File: config.mk
export PLATFORM = sky130hd
export DESIGN_NAME = siq_front
export DESIGN_NICKNAME = d
export VERILOG_FILES = /design/src/assert_macros.svh /design/src/siq_pkg.sv /design/src/siq_front.sv
export SDC_FILE = /design/constraint.sdc
export NUM_CORES = 1
export LEC_CHECK = 0
export ABC_CLOCK_PERIOD_IN_PS = 3000
export BUFFER_PORTS_ARGS = -buffer_cell sky130_fd_sc_hd__buf_2
export CAP_MARGIN = 10
export CORE_UTILIZATION = 49
export CTS_CLUSTER_SIZE = 40
export DETAILED_ROUTE_END_ITERATION = 6
export PLACE_DENSITY_LB_ADDON = 0.3
export SLEW_MARGIN = 15
export SYNTH_ARGS = -nofsm -noshare
export SYNTH_HDL_FRONTEND = slang
export SYNTH_SLANG_ARGS = --single-unit
File: constraint.sdc
create_clock -name clk -period 3 [get_ports clk]
set_input_delay 0 -clock clk [delete_from_list [all_inputs] [get_ports clk]]
set_output_delay 0 -clock clk [all_outputs]
set_load 0.05 [all_outputs]
File: src/assert_macros.svh
// ----------------------------------------------------------------------------
// assert_macros
// Assertion helpers shared by the RTL files.
// ----------------------------------------------------------------------------
`ifndef ASSERT_MACROS_SVH
`define ASSERT_MACROS_SVH

// Check prop on every rising clk edge; skip while rst_n is low.
`define SIQ_ASSERT(lbl, clk, rst_n, prop, msg) \
	lbl: assert property (@(posedge clk) disable iff (!rst_n) prop) else $error(msg);

// Check prop on every rising clk edge, reset included.
`define SIQ_ASSERT_ALWAYS(lbl, clk, prop, msg) \
	lbl: assert property (@(posedge clk) prop) else $error(msg);

`endif

File: src/siq_pkg.sv
// ----------------------------------------------------------------------------
// siq_pkg
// Types and codes shared by the skin influence quantizer modules.
// ----------------------------------------------------------------------------
`default_nettype none

package siq_pkg;

	localparam int SLOTS = 4;

	localparam logic CMD_PUSH   = 1'b0;
	localparam logic CMD_FINISH = 1'b1;

	localparam logic CFG_POINT_COUNT = 1'b0;
	localparam logic CFG_JOINT_COUNT = 1'b1;

	localparam logic [2:0] STAT_OK           = 3'd0;
	localparam logic [2:0] STAT_ZERO_WEIGHT  = 3'd1;
	localparam logic [2:0] STAT_BAD_POINT    = 3'd2;
	localparam logic [2:0] STAT_BAD_JOINT    = 3'd3;
	localparam logic [2:0] STAT_NO_INFLUENCE = 3'd4;

	typedef struct packed {
		logic        command;
		logic [11:0] point_index;
		logic [15:0] joint_index;
		logic [15:0] weight;
	} req_t;

	typedef struct packed {
		logic [2:0]  status;
		logic [15:0] joint_0;
		logic [15:0] joint_1;
		logic [15:0] joint_2;
		logic [15:0] joint_3;
		logic [7:0]  qweight_0;
		logic [7:0]  qweight_1;
		logic [7:0]  qweight_2;
		logic [7:0]  qweight_3;
	} rsp_t;

	// classified request, as it waits between front and back
	typedef struct packed {
		logic        command;
		logic [11:0] point;
		logic [15:0] joint;
		logic [15:0] weight;
		logic [2:0]  status;
	} qent_t;

	typedef struct packed {
		logic  valid;
		qent_t ent;
	} qport_t;

endpackage

`default_nettype wire

File: src/siq_front.sv
// ----------------------------------------------------------------------------
// siq_front
// Holds the configuration, range-checks each request, flags a zero-weight push and queues it.
// ----------------------------------------------------------------------------
`default_nettype none

module siq_front #(
	parameter int MAX_POINTS = 4096
) (
	input  wire logic            clk,
	input  wire logic            arst_n,
	input  wire logic            cfg_valid,
	input  wire logic            cfg_index,
	input  wire logic [15:0]     cfg_data,
	input  wire logic            req_valid,
	output logic                 req_stall,
	input  wire siq_pkg::req_t   req_data,
	input  wire logic            hold,
	input  wire logic            pop,
	output siq_pkg::qport_t      head
);

	logic [12:0]     point_count_q;
	logic [15:0]     joint_count_q;
	siq_pkg::qent_t  ent_q [2];
	logic            wp_q;
	logic            rp_q;
	logic [1:0]      cnt_q;
	siq_pkg::qent_t  cls;
	logic            pt_ok;
	logic            push;

	always_ff @(posedge clk or negedge arst_n) begin
		if (!arst_n) begin
			point_count_q <= '0;
			joint_count_q <= '0;
		end else if (cfg_valid) begin
			unique case (cfg_index)
				siq_pkg::CFG_POINT_COUNT: point_count_q <= cfg_data[12:0];
				siq_pkg::CFG_JOINT_COUNT: joint_count_q <= cfg_data;
				default: ;
			endcase
		end
	end

	always_comb begin
		pt_ok = ({1'b0, req_data.point_index} < point_count_q) &&
			(32'(req_data.point_index) < 32'(MAX_POINTS));
		cls.command = req_data.command;
		cls.point   = req_data.point_index;
		cls.joint   = req_data.joint_index;
		cls.weight  = req_data.weight;
		cls.status  = siq_pkg::STAT_OK;
		if (req_data.command == siq_pkg::CMD_PUSH) begin
			if (req_data.joint_index >= joint_count_q) begin
				cls.status = siq_pkg::STAT_BAD_JOINT;
			end else if (!pt_ok) begin
				cls.status = siq_pkg::STAT_BAD_POINT;
			end else if (req_data.weight == 16'd0) begin
				cls.status = siq_pkg::STAT_ZERO_WEIGHT;
			end
		end else if (!pt_ok) begin
			cls.status = siq_pkg::STAT_BAD_POINT;
		end
	end

	assign req_stall = hold || (cnt_q == 2'd2);
	assign push      = req_valid && !req_stall;

	always_ff @(posedge clk or negedge arst_n) begin
		if (!arst_n) begin
			wp_q  <= 1'b0;
			rp_q  <= 1'b0;
			cnt_q <= 2'd0;
		end else begin
			if (push) begin
				wp_q <= !wp_q;
			end
			if (pop) begin
				rp_q <= !rp_q;
			end
			cnt_q <= cnt_q + {1'b0, push} - {1'b0, pop};
		end
	end

	always_ff @(posedge clk) begin
		if (push) begin
			ent_q[wp_q] <= cls;
		end
	end

	assign head.valid = (cnt_q != 2'd0);
	assign head.ent   = ent_q[rp_q];

endmodule

`default_nettype wire

==> impl_metrics.toml <==
[clocking]
clockBufferDepth = 2
htree_levels = 4
postCtsSetupRepairBufs = 0
cts_tree = "done"
path_clk_slew_ns = 0.06
numCtsBuffers = 17
clock_sinks = 127
cts_root_buffer = "clkbuf_8"
clkLatencyLatePin_ns = 0.53

[finish]
syn_to_final_growth_pct = 40.6
antenna_cells = 0
fin_nets = 650
final_util_pct = 72.0
drive_gt1_share_pct = 39.2

[global_route]
grt_pass1_vias = 3849
grt_antenna_before_repair = 0
gr-usage-met1_pct = 25.8
top_usage_layer = "met2"
grt_max_degree = 48
overflow = 0
grt_pass1_wl_mm = 18.6
gr-usage-all-layers_pct = 22.2
met3_usage_pct = 5.78
grtUsageMet2_pct = 39.3

[routing]
post_drt_wl_per_cell_um = 16.3
wirelength_mm = 11.5
drt-initial-drc-count = 164
num_vias = 3542
dr.pass1.iters = 4
drc = 0
viasPerCell = 5.05
drtAntennaViolNets = 0

[timing]
final_max_slew_viol_count = 0
relSlewSlack_pct = 48.1
worst_pin_slew_ns = 0.778
finalSetupTns_ns = 0
post-route-period-util_pct = 70.9
rsz0062_at_grt = "false"
setup_violations = 0
clock_skew_ns = 0.00481
finalHoldViolations = 0
whs_ns = 0.0281
fmax_mhz = 470
period_minus_slack_ns = 2.13

[power_and_ir_drop]
powerDensity_mw_per_mm2 = 866
ir_drop_mv = 0.537
p_leak_uw = 0.00312

[placed_design]
dp_hpwl_mm = 7.10
io_buffers = 116
gp_congestion = 0.828

[setup_path]
cp.required_ns = 3.00
cp_max_fo = 20
endpoint_kind = "output pin"
startpoint_type = "flip-flop"
worstSetupPathType = "flip-flop to output pin"
crit_arrival_ns = 2.13
path_cells = "buf_4 -> mux2_2 -> buf_2"
r2r_setup_slack_ns = 1.07
crit_path_max_incr_delay_ns = 0.61
cp_slowest_cell = "dfrtp_2"

[floorplan]
die_area_mm2 = 0.0114
rows = 37
start_util_pct = 51.2
io_pins = 118
die_h_um = 107
die-width_um = 107
core_mm2 = 0.0105

[yosys]
syn-num-nets = 441
yosysUniqueCellTypes = 33
yosysSeqAreaShare_pct = 68.1
synth.cell_area_mm2 = 0.00536
ys_warn_count = 0
syn_avg_cell_area_um2 = 15.6
ys_ff_latch = 127
syn_inst = 344

[job]
drv_cap = 0

[min_path]
hp-class = "input port to flip-flop"

[status]
run_status = "completed"
==> worst max-delay path: cells and delay by family (launching register included) <==
kind / cells / cell delay [ns]
DFF: 1 / 0.61
buffers and inverters: 2 / 0.58
muxes: 1 / 0.39
==> registers in the layout, summed over array words and instances (netlist names) <==
name and cells:
cnt_q 2, ent_q 94, joint_count_q 16, point_count_q 13
rp_q 1, wp_q 1
==> synth_stat cells <==
cell type / instances / share of area (%)
a21o_1: 1 / 0.14
nand2_1: 18 / 1.3
inv_1: 31 / 2.2
and3_1: 1 / 0.12
o21ai_0: 19 / 1.8
conb_1: 1 / 0.070
nor4_1: 3 / 0.35
clkbuf_1: 3 / 0.21
nor3_1: 1 / 0.093
a22oi_1: 1 / 0.14
o211ai_1: 1 / 0.14
o2111ai_1: 1 / 0.16
xor2_1: 1 / 0.16
o21a_1: 1 / 0.14
o21bai_1: 1 / 0.14
or4_1: 1 / 0.14
and4_1: 1 / 0.16
a21oi_1: 9 / 0.84
nand4_1: 3 / 0.35
xnor2_1: 3 / 0.49
or2_2: 2 / 0.23
buf_4: 1 / 0.14
nor2b_1: 2 / 0.23
ha_1: 29 / 6.8
edfxtp_1: 94 / 53
nor3b_1: 1 / 0.14
nor2_1: 5 / 0.35
and4b_1: 1 / 0.19
o41ai_1: 1 / 0.16
dfrtp_1: 33 / 15
a211oi_1: 3 / 0.42
mux2_2: 65 / 14
buf_2: 6 / 0.56
==> metal layers <==
metal  wire [µm]  part of all wire [%]
met4         201                   1.8
met5           0                     0
met1        4860                    42
met2        5910                    52
met3         495                   4.3
==> layout by cell type, fill, tap and decap left out, drive strengths merged <==
master       instances
o41ai                1
o21a                 1
a21oi                9
a21o                 1
inv                 36
clkinvlp             1
clkbuf              17
and3                 1
o2111ai              1
xnor2                3
mux2                65
edfxtp              94
nor2                 5
and4                 1
o211ai               1
dfrtp               33
or4                  1
ha                  29
dlygate4sd3         79
nor4                 3
nor3b                1
nand4                3
nor2b                2
buf                121
nor3                 1
and4b                1
or2                  2
xor2                 1
conb                 1
nand2               18
o21ai               19
bufinv               4
a22oi                1
clkinv               5
a211oi               3
o21bai               1
==> stage by stage <==
stage | cells | area (µm²) | total power (µW) | setup WS (ns)
2_1_floorplan | 344 | 5360 | 3850 | 0.654
3_3_place_gp | 591 | 6120 | 4290 | 1.13
3_5_place_dp | 591 | 6120 | 4330 | 1.10
4_1_cts | 702 | 7530 | 6560 | 0.805
5_1_grt | 702 | 7530 | 6790 | 0.760
6_report | 702 | 7530 | 6520 | 0.874
==> cells by family (layout without fill, tap and decap cells) <==
group	after synthesis	in the layout	synth area share (%)
xor+xnor	4	4	0.654
compound gates	38	38	4.06
other cells	1	1	0.0700
mux	65	65	13.7
buf+inv	41	263	3.08
flops	127	127	68.1
fa+ha+maj	29	29	6.77
simple gates	39	39	3.62
==> path summary, 6_finish.rpt <==
| kind | from | endpoint | cells after the start |
|---|---|---|---|
| setup / recovery | rp_q | head[17] | 3 |
| setup reg to reg | joint_count_q[2] | ent_q[1][1] | 7 |
| min in group asynchronous | arst_n | cnt_q[1] | 2 |
| max in group asynchronous | arst_n | rp_q | 2 |
| hold / removal | cfg_index | point_count_q[4] | 5 |
| hold reg to reg | joint_count_q[9] | joint_count_q[9] | 1 |
==> cell type report <==
class,count,area [µm²]
Clock buffer,17,414
Clock inverter,15,206
Fill cell,711,2930
Inverter,31,116
Multi-Input combinational cell,176,1550
Sequential cell,127,3650
Tap cell,136,170
Timing Repair Buffer,200,1420
==> report_power, final <==
group          leakage (µW)  total [µW]  switching (µW)  internal (µW)
Combinational       0.00157        2100            1400            700
Sequential          0.00125        2280             119           2160
Clock              0.000302        2140             780           1360
Total               0.00312        6520            2300           4220
==> what timing repair did <==
action	CTS	global route
hold buffers	79	0
endpoints found under the hold margin	158	0
gates resized for setup	0	0
Power figures use the tool's default switching activity.
